File: config.mk
export PLATFORM = sky130hd
export DESIGN_NAME = gameport_mouse_joystick_registers
export DESIGN_NICKNAME = d
export VERILOG_FILES = /design/src/hw/rtl/gpmj_pkg.sv /design/src/hw/rtl/gameport_mouse_joystick_registers.sv
export SDC_FILE = /design/constraint.sdc
export NUM_CORES = 1
export LEC_CHECK = 0
export BUFFER_PORTS_ARGS = -buffer_cell sky130_fd_sc_hd__buf_2
export CORE_MARGIN = 3
export CORE_UTILIZATION = 35
export DETAILED_ROUTE_END_ITERATION = 10
export GPL_TIMING_DRIVEN = 0
export PLACE_DENSITY_LB_ADDON = 0.05
export SYNTH_ARGS = -nofsm -noshare
export SYNTH_HDL_FRONTEND = slang
export SYNTH_SLANG_ARGS = --single-unit
File: constraint.sdc
create_clock -name clk -period 8 [get_ports clk]
set_clock_uncertainty 0.2 [all_clocks]
set_input_delay 1.2 -clock clk [delete_from_list [all_inputs] [get_ports clk]]
set_output_delay 1.2 -clock clk [all_outputs]
set_load 0.01 [all_outputs]
File: src/hw/rtl/gpmj_pkg.sv
// Package for the game-port mouse and joystick register block.
// Holds the action codes, register selector and configuration indexes, and the stage item type.
// Depends on nothing.
`default_nettype none

package gpmj_pkg;

	typedef enum logic [1:0] {
		ACT_MOUSE = 2'd0,
		ACT_JOY   = 2'd1,
		ACT_READ  = 2'd2,
		ACT_TEST  = 2'd3
	} action_t;

	localparam logic [2:0] SEL_JOY0DAT = 3'd0;
	localparam logic [2:0] SEL_JOY1DAT = 3'd1;
	localparam logic [2:0] SEL_POT0DAT = 3'd2;
	localparam logic [2:0] SEL_POT1DAT = 3'd3;
	localparam logic [2:0] SEL_POTGOR  = 3'd4;

	localparam logic [1:0] CFG_PORT0_SOURCE = 2'd0;
	localparam logic [1:0] CFG_PORT1_SOURCE = 2'd1;
	localparam logic [1:0] CFG_POTGOR_BASE  = 2'd2;

	localparam logic [3:0]  MOUSE_CODE       = 4'd1;
	localparam logic [3:0]  PORT0_SRC_RESET  = 4'd1;
	localparam logic [3:0]  PORT1_SRC_RESET  = 4'd0;
	localparam logic [15:0] POTGOR_RESET     = 16'hffff;
	localparam logic [15:0] POTGOR_KEEP_MASK = 16'hbbff;
	localparam logic [15:0] POTGOR_P0_BIT    = 16'h0400;
	localparam logic [15:0] POTGOR_P1_BIT    = 16'h4000;
	localparam logic [15:0] POT_STEP         = 16'h0100;
	localparam logic [15:0] JOY_RIGHT_BITS   = 16'h0003;
	localparam logic [15:0] JOY_LEFT_BITS    = 16'h0300;
	localparam logic [15:0] JOY_UP_BIT       = 16'h0100;
	localparam logic [15:0] JOY_DOWN_BIT     = 16'h0001;
	localparam logic signed [31:0] STEP_MAX  = 32'sd127;
	localparam logic signed [31:0] STEP_MIN  = -32'sd127;

	typedef struct packed {
		action_t            action;
		logic [3:0]         device;
		logic signed [15:0] delta_x;
		logic signed [15:0] delta_y;
		logic [3:0]         dirs;
		logic               button_primary;
		logic               button_secondary;
		logic [2:0]         register_select;
		logic [15:0]        write_data;
	} item_t;

endpackage

`default_nettype wire

File: src/hw/rtl/gameport_mouse_joystick_registers.sv
// Top level of the two-port mouse and joystick register block.
// Uses gpmj_pkg for codes, constants and the stage item type.
//
// Channel   Signals                                   Direction
// input     in_valid, in_ready, action .. write_data   into block
// output    out_valid, out_ready, read_data            out of block
// config    cfg_we, cfg_index, cfg_wdata               into block
//
// An item is taken into the stage register, and from there it updates the port
// state and, for a read, loads the output register: one item per cycle sustained.
// Only a read waiting on a full, stalled output register holds the stage back.
// Reset clears all port state and the valid flags, and loads the configuration
// registers with their reset values.
`default_nettype none

module gameport_mouse_joystick_registers (
	input  wire logic               clk,
	input  wire logic               arst_n,
	input  wire logic               in_valid,
	output logic                    in_ready,
	input  wire logic [1:0]         action,
	input  wire logic [3:0]         device,
	input  wire logic signed [15:0] delta_x,
	input  wire logic signed [15:0] delta_y,
	input  wire logic               move_left,
	input  wire logic               move_up,
	input  wire logic               move_right,
	input  wire logic               move_down,
	input  wire logic               button_primary,
	input  wire logic               button_secondary,
	input  wire logic [2:0]         register_select,
	input  wire logic [15:0]        write_data,
	output logic                    out_valid,
	input  wire logic               out_ready,
	output logic [15:0]             read_data,
	input  wire logic               cfg_we,
	input  wire logic [1:0]         cfg_index,
	input  wire logic [15:0]        cfg_wdata
);

	logic [3:0]  port0_source_q;
	logic [3:0]  port1_source_q;
	logic [15:0] potgor_base_q;

	gpmj_pkg::item_t item_s1;
	logic            valid_s1;

	logic [31:0] pos_x_q      [2];
	logic [31:0] pos_y_q      [2];
	logic [31:0] reported_x_q [2];
	logic [31:0] reported_y_q [2];
	logic [3:0]  dir_bits_q   [2];
	logic        fire_pri_q   [2];
	logic        fire_sec_q   [2];
	logic [15:0] pot_count_q  [2];

	logic        out_valid_q;
	logic [15:0] read_data_q;

	logic        in_xfer;
	logic        out_free;
	logic        is_read_s1;
	logic        adv_s1;
	logic [1:0]  port_hit;
	logic        rport;
	logic        rd_mouse;
	logic        rd_joy;
	logic signed [31:0] diff_x;
	logic signed [31:0] diff_y;
	logic signed [31:0] step_x;
	logic signed [31:0] step_y;
	logic [31:0] new_rep_x;
	logic [31:0] new_rep_y;
	logic [3:0]  rdir;
	logic [15:0] joy_val;
	logic [15:0] rd_val;
	logic [31:0] test_x;
	logic [31:0] test_y;

	assign in_xfer    = in_valid && in_ready;
	assign out_free   = !out_valid_q || out_ready;
	assign is_read_s1 = item_s1.action == gpmj_pkg::ACT_READ;
	assign adv_s1     = valid_s1 && (!is_read_s1 || out_free);
	assign in_ready   = !valid_s1 || adv_s1;
	assign out_valid  = out_valid_q;
	assign read_data  = read_data_q;

	always_ff @(posedge clk or negedge arst_n) begin
		if (!arst_n) begin
			port0_source_q <= gpmj_pkg::PORT0_SRC_RESET;
			port1_source_q <= gpmj_pkg::PORT1_SRC_RESET;
			potgor_base_q  <= gpmj_pkg::POTGOR_RESET;
		end else if (cfg_we) begin
			unique case (cfg_index)
				gpmj_pkg::CFG_PORT0_SOURCE: port0_source_q <= cfg_wdata[3:0];
				gpmj_pkg::CFG_PORT1_SOURCE: port1_source_q <= cfg_wdata[3:0];
				gpmj_pkg::CFG_POTGOR_BASE:  potgor_base_q  <= cfg_wdata;
				default: ;
			endcase
		end
	end

	always_ff @(posedge clk or negedge arst_n) begin
		if (!arst_n) begin
			valid_s1 <= 1'b0;
		end else if (in_xfer) begin
			valid_s1 <= 1'b1;
		end else if (adv_s1) begin
			valid_s1 <= 1'b0;
		end
	end

	always_ff @(posedge clk) begin
		if (in_xfer) begin
			item_s1.action           <= gpmj_pkg::action_t'(action);
			item_s1.device           <= device;
			item_s1.delta_x          <= delta_x;
			item_s1.delta_y          <= delta_y;
			item_s1.dirs             <= {move_down, move_right, move_up, move_left};
			item_s1.button_primary   <= button_primary;
			item_s1.button_secondary <= button_secondary;
			item_s1.register_select  <= register_select;
			item_s1.write_data       <= write_data;
		end
	end

	always_comb begin
		port_hit[0] = port0_source_q == item_s1.device;
		port_hit[1] = port1_source_q == item_s1.device;
		rport       = item_s1.register_select[0];
		rd_mouse    = (rport ? port1_source_q : port0_source_q) == gpmj_pkg::MOUSE_CODE;
		rd_joy      = item_s1.register_select == gpmj_pkg::SEL_JOY0DAT
			|| item_s1.register_select == gpmj_pkg::SEL_JOY1DAT;

		diff_x = signed'(pos_x_q[rport] - reported_x_q[rport]);
		diff_y = signed'(pos_y_q[rport] - reported_y_q[rport]);
		if (diff_x > gpmj_pkg::STEP_MAX) begin
			step_x = gpmj_pkg::STEP_MAX;
		end else if (diff_x < gpmj_pkg::STEP_MIN) begin
			step_x = gpmj_pkg::STEP_MIN;
		end else begin
			step_x = diff_x;
		end
		if (diff_y > gpmj_pkg::STEP_MAX) begin
			step_y = gpmj_pkg::STEP_MAX;
		end else if (diff_y < gpmj_pkg::STEP_MIN) begin
			step_y = gpmj_pkg::STEP_MIN;
		end else begin
			step_y = diff_y;
		end
		new_rep_x = reported_x_q[rport] + unsigned'(step_x);
		new_rep_y = reported_y_q[rport] + unsigned'(step_y);

		rdir    = dir_bits_q[rport];
		joy_val = '0;
		if (rdir[2]) joy_val = joy_val | gpmj_pkg::JOY_RIGHT_BITS;
		if (rdir[0]) joy_val = joy_val | gpmj_pkg::JOY_LEFT_BITS;
		if (rdir[1]) joy_val = joy_val ^ gpmj_pkg::JOY_UP_BIT;
		if (rdir[3]) joy_val = joy_val ^ gpmj_pkg::JOY_DOWN_BIT;

		unique case (item_s1.register_select)
			gpmj_pkg::SEL_JOY0DAT,
			gpmj_pkg::SEL_JOY1DAT:
				rd_val = rd_mouse ? {new_rep_y[7:0], new_rep_x[7:0]} : joy_val;
			gpmj_pkg::SEL_POT0DAT: rd_val = pot_count_q[0];
			gpmj_pkg::SEL_POT1DAT: rd_val = pot_count_q[1];
			gpmj_pkg::SEL_POTGOR: begin
				rd_val = potgor_base_q & gpmj_pkg::POTGOR_KEEP_MASK;
				if (!fire_sec_q[0]) rd_val = rd_val | gpmj_pkg::POTGOR_P0_BIT;
				if (!fire_sec_q[1]) rd_val = rd_val | gpmj_pkg::POTGOR_P1_BIT;
			end
			default: rd_val = '0;
		endcase

		test_x = {{24{item_s1.write_data[7]}}, item_s1.write_data[7:0]};
		test_y = {{24{item_s1.write_data[15]}}, item_s1.write_data[15:8]};
	end

	always_ff @(posedge clk or negedge arst_n) begin
		if (!arst_n) begin
			for (int p = 0; p < 2; p++) begin
				pos_x_q[p]      <= '0;
				pos_y_q[p]      <= '0;
				reported_x_q[p] <= '0;
				reported_y_q[p] <= '0;
				dir_bits_q[p]   <= '0;
				fire_pri_q[p]   <= 1'b0;
				fire_sec_q[p]   <= 1'b0;
				pot_count_q[p]  <= '0;
			end
		end else if (adv_s1) begin
			unique case (item_s1.action)
				gpmj_pkg::ACT_MOUSE,
				gpmj_pkg::ACT_JOY: begin
					for (int p = 0; p < 2; p++) begin
						if (port_hit[p]) begin
							if (!fire_sec_q[p] && item_s1.button_secondary) begin
								pot_count_q[p] <= pot_count_q[p] + gpmj_pkg::POT_STEP;
							end
							fire_pri_q[p] <= item_s1.button_primary;
							fire_sec_q[p] <= item_s1.button_secondary;
							if (item_s1.action == gpmj_pkg::ACT_MOUSE) begin
								pos_x_q[p] <= pos_x_q[p]
									+ {{16{item_s1.delta_x[15]}}, item_s1.delta_x};
								pos_y_q[p] <= pos_y_q[p]
									+ {{16{item_s1.delta_y[15]}}, item_s1.delta_y};
							end else begin
								dir_bits_q[p] <= item_s1.dirs;
							end
						end
					end
				end
				gpmj_pkg::ACT_TEST: begin
					for (int p = 0; p < 2; p++) begin
						pos_x_q[p]      <= test_x;
						pos_y_q[p]      <= test_y;
						reported_x_q[p] <= test_x;
						reported_y_q[p] <= test_y;
					end
				end
				gpmj_pkg::ACT_READ: begin
					if (rd_joy && rd_mouse) begin
						reported_x_q[rport] <= new_rep_x;
						reported_y_q[rport] <= new_rep_y;
					end
				end
				default: ;
			endcase
		end
	end

	always_ff @(posedge clk or negedge arst_n) begin
		if (!arst_n) begin
			out_valid_q <= 1'b0;
		end else if (adv_s1 && is_read_s1) begin
			out_valid_q <= 1'b1;
		end else if (out_ready) begin
			out_valid_q <= 1'b0;
		end
	end

	always_ff @(posedge clk) begin
		if (adv_s1 && is_read_s1) begin
			read_data_q <= rd_val;
		end
	end

`ifndef SYNTHESIS
	// Events and test writes never wait on the output register.
	a_nonread_flows: assert property (@(posedge clk) disable iff (!arst_n)
		valid_s1 && !is_read_s1 |-> adv_s1)
		else $error("non-read item held in stage");

	// A new transfer never overwrites an item that has not moved on.
	a_no_overrun: assert property (@(posedge clk) disable iff (!arst_n)
		in_xfer |-> (!valid_s1 || adv_s1))
		else $error("stage overrun");

	// Every read that leaves the stage presents a result next cycle.
	a_read_result: assert property (@(posedge clk) disable iff (!arst_n)
		adv_s1 && is_read_s1 |=> out_valid_q)
		else $error("read produced no result");

	// A test write leaves position and reported value equal; checked for x on port 0 and y on port 1.
	a_test_load: assert property (@(posedge clk) disable iff (!arst_n)
		adv_s1 && item_s1.action == gpmj_pkg::ACT_TEST |=>
		pos_x_q[0] == reported_x_q[0] && pos_y_q[1] == reported_y_q[1])
		else $error("test write load mismatch");
`endif

endmodule

`default_nettype wire
After elaboration in Yosys (flattened, before gate mapping)
Index checks and enable logic that the tools add are counted.
Operators by class
  $add $sub $neg: 10
  order comparisons: 6
  equality and inequality tests: 16
  muxes and demuxes: 50
  bitwise logic cells: 4
  reduce and logical (&&, ||, !) cells: 37
Operator list (number)
  $mux W32: 25
  $pmux W64 S2: 4
  $add A32 B32 Y32: 6
  $bwmux W64: 2
  $mux W64: 2
  $gt A32 B8 Y1 const B: 2
  $lt A32 B8 Y1 const B: 2
  $pmux W16 S4: 1
  $sub A32 B32 Y32: 2
  $add A16 B9 Y16 const B: 2
  $demux W32 S1: 1
  $reduce_and A4 Y1: 6
  $mux W16: 1
  $mux W4: 4
  $mux W15: 1
  $mux W11: 1
  $mux W10: 1
  $mux W9: 1
  $reduce_and A3 Y1: 3
  $eq A4 B4 Y1: 2
  $reduce_bool A2 Y1: 4
  $logic_and A1 B1 Y1: 7
  $eq A2 B2 Y1 const B: 3
  $eq A3 B2 Y1 const B: 2
  other kinds (18): 38
Word-level totals
  register bits after elaboration: 402
  bits of input ports: 86
  output and inout bits: 18
  word-level logic and storage cells: 151

Logic depth before layout (Yosys ltp)
  depth after elaboration: 12
  gate-level depth with buffers: 36
  gate-level depth less buffers: 31

Worst setup path before layout
OpenSTA, ideal clock, no wires.
  path type: register to register
  from: reg item_s1[16] in the netlist's numbering
  to: reg reported_x_q[31] in the netlist's numbering
  setup time: 125 ps
  arrival time: 8014 ps
  required time: 7675 ps
  slack: -339 ps
  cell stages (with the launch flop): 36
  buffers on the path: 5
  clock period less this slack: 8339 ps
  cells stage by stage: edfxtp_1 -> clkbuf_1 -> buf_1 -> clkbuf_1 -> buf_1 -> mux2_2 -> ha_1 -> inv_1 -> fa_1 -> a21o_1 -> a311oi_1 -> o31a_2 -> o21ai_1 -> a21boi_1 -> xnor2_1 -> nand4_1 -> nor3_1 -> and3_1 -> nand4b_1 -> or4_1 -> ha_1 -> clkbuf_1 -> nor2_1 -> nor2_1 -> ha_1 -> and3_1 -> a221oi_1 -> o31ai_1 -> a2111oi_0 -> o31ai_1 -> a21bo_2 -> a221oi_1 -> a211o_1 -> xor2_1 -> or3_1 -> nand3_1
On the way
  word-level cells in the longest chain between the ends: 12
  elaborated cells between the ends (all ways): 29
  classes of those cells: add/sub: 2; order compare: 4; eq/ne: 3; mux: 14; bitwise: 1; reduce/logical: 5
Ends and longest elaborated chain
  start: declaration: line gameport_mouse_joystick_registers.sv:45  | gpmj_pkg::item_t item_s1;
  $not A1 Y2 (not written as such): line gameport_mouse_joystick_registers.sv:135, gameport_mouse_joystick_registers.sv:151, gameport_mouse_joystick_registers.sv:223
  $mux W32, on equally long branches (3 in a row): line gameport_mouse_joystick_registers.sv:135, gameport_mouse_joystick_registers.sv:151
  $sub A32 B32 Y32: line gameport_mouse_joystick_registers.sv:135  | diff_x = signed'(pos_x_q[rport] - reported_x_q[rport]);
  $lt A32 B8 Y1: line gameport_mouse_joystick_registers.sv:139  | end else if (diff_x < gpmj_pkg::STEP_MIN) begin
  $mux W32: line gameport_mouse_joystick_registers.sv:139
  $mux W32: line gameport_mouse_joystick_registers.sv:137  | if (diff_x > gpmj_pkg::STEP_MAX) begin
  $add A32 B32 Y32: line gameport_mouse_joystick_registers.sv:151  | new_rep_x = reported_x_q[rport] + unsigned'(step_x);
  $bwmux W64: line gameport_mouse_joystick_registers.sv:223  | reported_x_q[rport] <= new_rep_x;
  $mux W64: line gameport_mouse_joystick_registers.sv:222  | if (rd_joy && rd_mouse) begin
  $pmux W64 S2: line gameport_mouse_joystick_registers.sv:192  | unique case (item_s1.action)
  end signal: indexed assignment: line gameport_mouse_joystick_registers.sv:217  | reported_x_q[p] <= test_x;
  end signal: indexed assignment: line gameport_mouse_joystick_registers.sv:223
  end: declaration: line gameport_mouse_joystick_registers.sv:50  | logic [31:0] reported_x_q [2];
Several ways; a longest one is shown, not always the timed one. The select of a mux whose other input is x is not followed.
A chain may end at the register's enable or synchronous reset.

Worst setup path in the final report
Ends and elaborated chain as after synthesis.

==> results.rst <==
.. list-table::
   :header-rows: 1

   * - Metric
     - Value
   * - FF-to-FF path depth
     - 33
   * - DP HPWL
     - 88.6 mm
   * - Endpoint of the lowest-slack register-to-register path
     - reported_x_q[31]$_DFFE_PN0P_
   * - Global-route wire length before repair
     - 175 mm
   * - MaxCap Viol Count
     - 0
   * - End point of the critical path
     - reported_x_q[31]$_DFFE_PN0P_
   * - Vertical die dimension
     - 303 um
   * - Placement row count
     - 108
   * - Post-Syn Instances
     - 3611
   * - Number of vias in the routed layout
     - 28129
   * - Fill cell instance count of the final layout
     - 8911
   * - Number of flops mapped to enable cells by yosys
     - 78
   * - Number of DRC markers in iteration 0
     - 2086
   * - # setup viols final
     - 0
   * - Share of synthesized flip-flops with an asynchronous set or reset
     - 0.797
   * - CP arrival
     - 8270 ps
   * - Portion of netlist area occupied by mux cells
     - 0.0643
   * - Number of buffers added on ports
     - 100
   * - Area growth from synthesis to layout
     - 19.4%
   * - Final RePlAce weighted congestion
     - 0.898
   * - Multi-input combinational cell area
     - 20900 sq um
   * - Post-Layout Cell Count
     - 5029
   * - Synth Area in Compound Gates
     - 0.238
   * - Area occupied by registers
     - 10000 sq um
   * - Cell taking the most area after synthesis
     - dfrtp_1
   * - Clock buffers created by TritonCTS
     - 51
   * - Largest family of logic cells by synthesized area
     - compound AO/OA/AOI/OAI gates
   * - Htree depth
     - 2
   * - Class of the tightest hold or removal check
     - flip-flop to flip-flop
   * - Relative slew slack
     - 0.0355
   * - Die W
     - 303 um
   * - Transition time of the tightest slew-check pin
     - 1440 ps
   * - Most used DFF post-synth
     - dfrtp_1
   * - Clock root buffer master
     - clkbuf_16
   * - Crit Path Class
     - flip-flop to flip-flop
   * - Clock latency reported for the late side of the worst-skew pair
     - 660 ps
   * - Maximum fanout count along the critical path
     - 10
   * - Flop-to-flop setup slack
     - 100 ps
   * - Wirelength, routed
     - 116 mm
   * - Number of pins with negative max-slew slack in the final report
     - 0
   * - Crit-path max cell delay
     - 490 ps
   * - Number of register bits inferred by synthesis
     - 384
   * - Clock tree from TritonCTS
     - built
   * - Top achievable clock speed
     - 127 MHz
   * - Final layout net count
     - 4177
   * - Sequential area share after synthesis
     - 0.326
   * - Congestion Overflow GR
     - 0
   * - Number of buffers between clock root and the deepest sink
     - 3
   * - Most common cell after layout, fill and taps aside
     - a21oi_1
   * - DR vias/cell
     - 5.59
   * - # placed instances
     - 4874
   * - Kind of start point of the critical path
     - flip-flop
   * - Net Count, Synth
     - 3957
   * - Antenna violations before repair
     - 8
   * - Minimum clock period
     - 7900 ps
   * - Count of TritonRoute iterations in the first routing pass
     - 5
   * - Crit-path most repeated cell
     - a21o_1
   * - Clock edge transition at the registers on the reported setup and hold paths
     - 60 ps
   * - Syn_area_per_cell
     - 8.52 sq um
   * - Sum of buffers and inverters on the critical path
     - 6
   * - Count of cell types in the netlist
     - 93
   * - Proportion of netlist area held by the largest area contributor
     - 0.237
   * - CP Depth
     - 33
   * - Required time worst endpoint
     - 8370 ps
   * - Worst setup path startpoint
     - item_s1[16]$_DFFE_PP_
   * - Count of final hold-check violations
     - 0
   * - XOR/XNOR Fraction of Synth Area
     - 0.0603
   * - Post-route DRC
     - 0
   * - I/O Pins
     - 104
   * - Cell area after synthesis
     - 30800 sq um
   * - Vias in the first global route
     - 27536
   * - Cell type group with the largest total delay on the critical path
     - compound AO/OA/AOI/OAI gates
   * - Simple-gate share of the synthesized area
     - 0.166
   * - Critical-path top delay cell
     - edfxtp_1
   * - Crit share post-route
     - 0.988
   * - Setup repair after global routing missed its margin
     - true
   * - Clock sink total
     - 384
   * - Leading cell types in the layout, fill and taps excluded
     - a21oi_1, nor2_1, nand2_1, dfrtp_1, ha_1
   * - Core Footprint
     - 87000 sq um
   * - Crit end category
     - flip-flop
   * - Area enclosed by the die boundary
     - 91500 sq um
   * - Arithmetic-cell share of the synthesized area counting full adders, half adders and majority gates
     - 0.108
   * - Routed wire per std cell
     - 23.1 um
   * - Yosys warning total
     - 0
   * - GRT Util Overall
     - 0.251
   * - Largest net degree at the start of global routing
     - 85
   * - Dominant cells by area after synthesis
     - dfrtp_1, ha_1, edfxtp_1
   * - Result of the run
     - finished clean
   * - Layout cells sized above 1
     - 0.162
   * - Remaining antenna violation count
     - 0
   * - Initial core utilization
     - 0.354
   * - RR Startpoint
     - item_s1[16]$_DFFE_PP_
-- cells by family after synthesis --
| group | after synthesis |
|---|---|
| multiplexers | 183 |
| flip-flops | 384 |
| adder cells (fa/ha/maj) | 260 |
| buffers and inverters | 312 |
| XOR/XNOR | 212 |
| AO/OA/AOI/OAI | 1157 |
| AND/OR/NAND/NOR | 1103 |
-- timing repair --
action | in CTS | in global routing
gates cloned | 0 | 1
pin swaps | 51 | 110
buffers inserted | 37 | 38
gates resized for setup | 195 | 155
endpoints found under the setup margin | 142 | 72
hold endpoints to repair | 0 | 0
hold buffers | 0 | 0
-- layer usage --
layer  routed length [um]  global-route usage  vias up  part of all wire
met5                   32                   0        -           0.00028
met4                 2470              0.0563        6             0.021
met3                 5180              0.0272      124             0.045
met2                53200               0.411      610              0.46
met1                55400               0.357    13750              0.48
li1                     -                   -    13639                 -
-- sequential cells by signal, indices dropped and copies added (netlist names) --
register and count:
pos_x_q 64, pos_y_q 64, reported_x_q 64, reported_y_q 64, item_s1 62, pot_count_q 16, read_data 16, potgor_base_q 14
dir_bits_q 8, port0_source_q 4, port1_source_q 4, fire_sec_q 2, out_valid 1, valid_s1 1
-- synthesized netlist by cell type (20+ instances only) --
master      n
a21oi_1   418
nor2_1    372
nand2_1   325
dfrtp_1   291
ha_1      252
o21ai_0   222
inv_1     146
xnor2_1   129
clkbuf_1  128
a21o_1    109
mux2_2     98
mux2i_1    83
xor2_1     83
edfxtp_1   78
nor3_1     70
nand3_1    58
and3_1     48
o21bai_1   48
o21a_1     47
nand4_1    37
nand2b_1   35
nor2b_1    32
a31oi_1    30
or3_1      29
buf_1      27
o211ai_1   27
a211oi_1   25
and2_1     20
o31ai_1    20
-- worst min path at each step --
stage,from,slack [ps],cells past startpoint,endpoint
after global placement,pot_count_q[31]$_DFFE_PN0P_,260,1,pot_count_q[31]$_DFFE_PN0P_
final,pot_count_q[31]$_DFFE_PN0P_,270,1,pot_count_q[31]$_DFFE_PN0P_
after CTS,pot_count_q[31]$_DFFE_PN0P_,270,1,pot_count_q[31]$_DFFE_PN0P_
after floorplan,pot_count_q[31]$_DFFE_PN0P_,240,1,pot_count_q[31]$_DFFE_PN0P_
after detailed placement,pot_count_q[31]$_DFFE_PN0P_,260,1,pot_count_q[31]$_DFFE_PN0P_
after global routing,pot_count_q[15]$_DFFE_PN0P_,290,1,pot_count_q[15]$_DFFE_PN0P_
-- worst reg2reg max path, delay by kind of cell (launching register included) --
kind / cells / cell delay (ps)
simple gates: 7 / 1570
flops: 1 / 490
fa+ha+maj: 4 / 1170
compound gates: 13 / 3000
xor+xnor: 2 / 360
buf+inv: 6 / 840
mux: 1 / 220
-- final cells by class --
cell class,count,share of cell area
repair buffers,184,0.0346
diodes,1,0.0000681
flip-flops and latches,384,0.273
multi-input cells,2915,0.569
inverters,147,0.0154
plain buffers,148,0.0225
clock inverters,23,0.00773
well taps,1155,0.0393
clock buffers,72,0.0388
-- per-stage QoR --
stage / setup WS [ps] / cell area (sq um) / utilization / TNS [ps] / hold slack, ps
6_report: 98.6 / 36800 / 0.422 / 0 / 271
3_5_place_dp: -3150 / 32900 / 0.378 / -274300 / 261
5_1_grt: -149 / 36800 / 0.422 / -872 / 286
4_1_cts: -38.6 / 35800 / 0.411 / -134 / 271
3_3_place_gp: -3190 / 32700 / 0.376 / -651650 / 262
2_1_floorplan: 65.6 / 30800 / - / 0 / 242
Power is left out: the tool's default activity adds up to more than one toggle a clock period on the data nets, which glitch-free logic cannot reach.
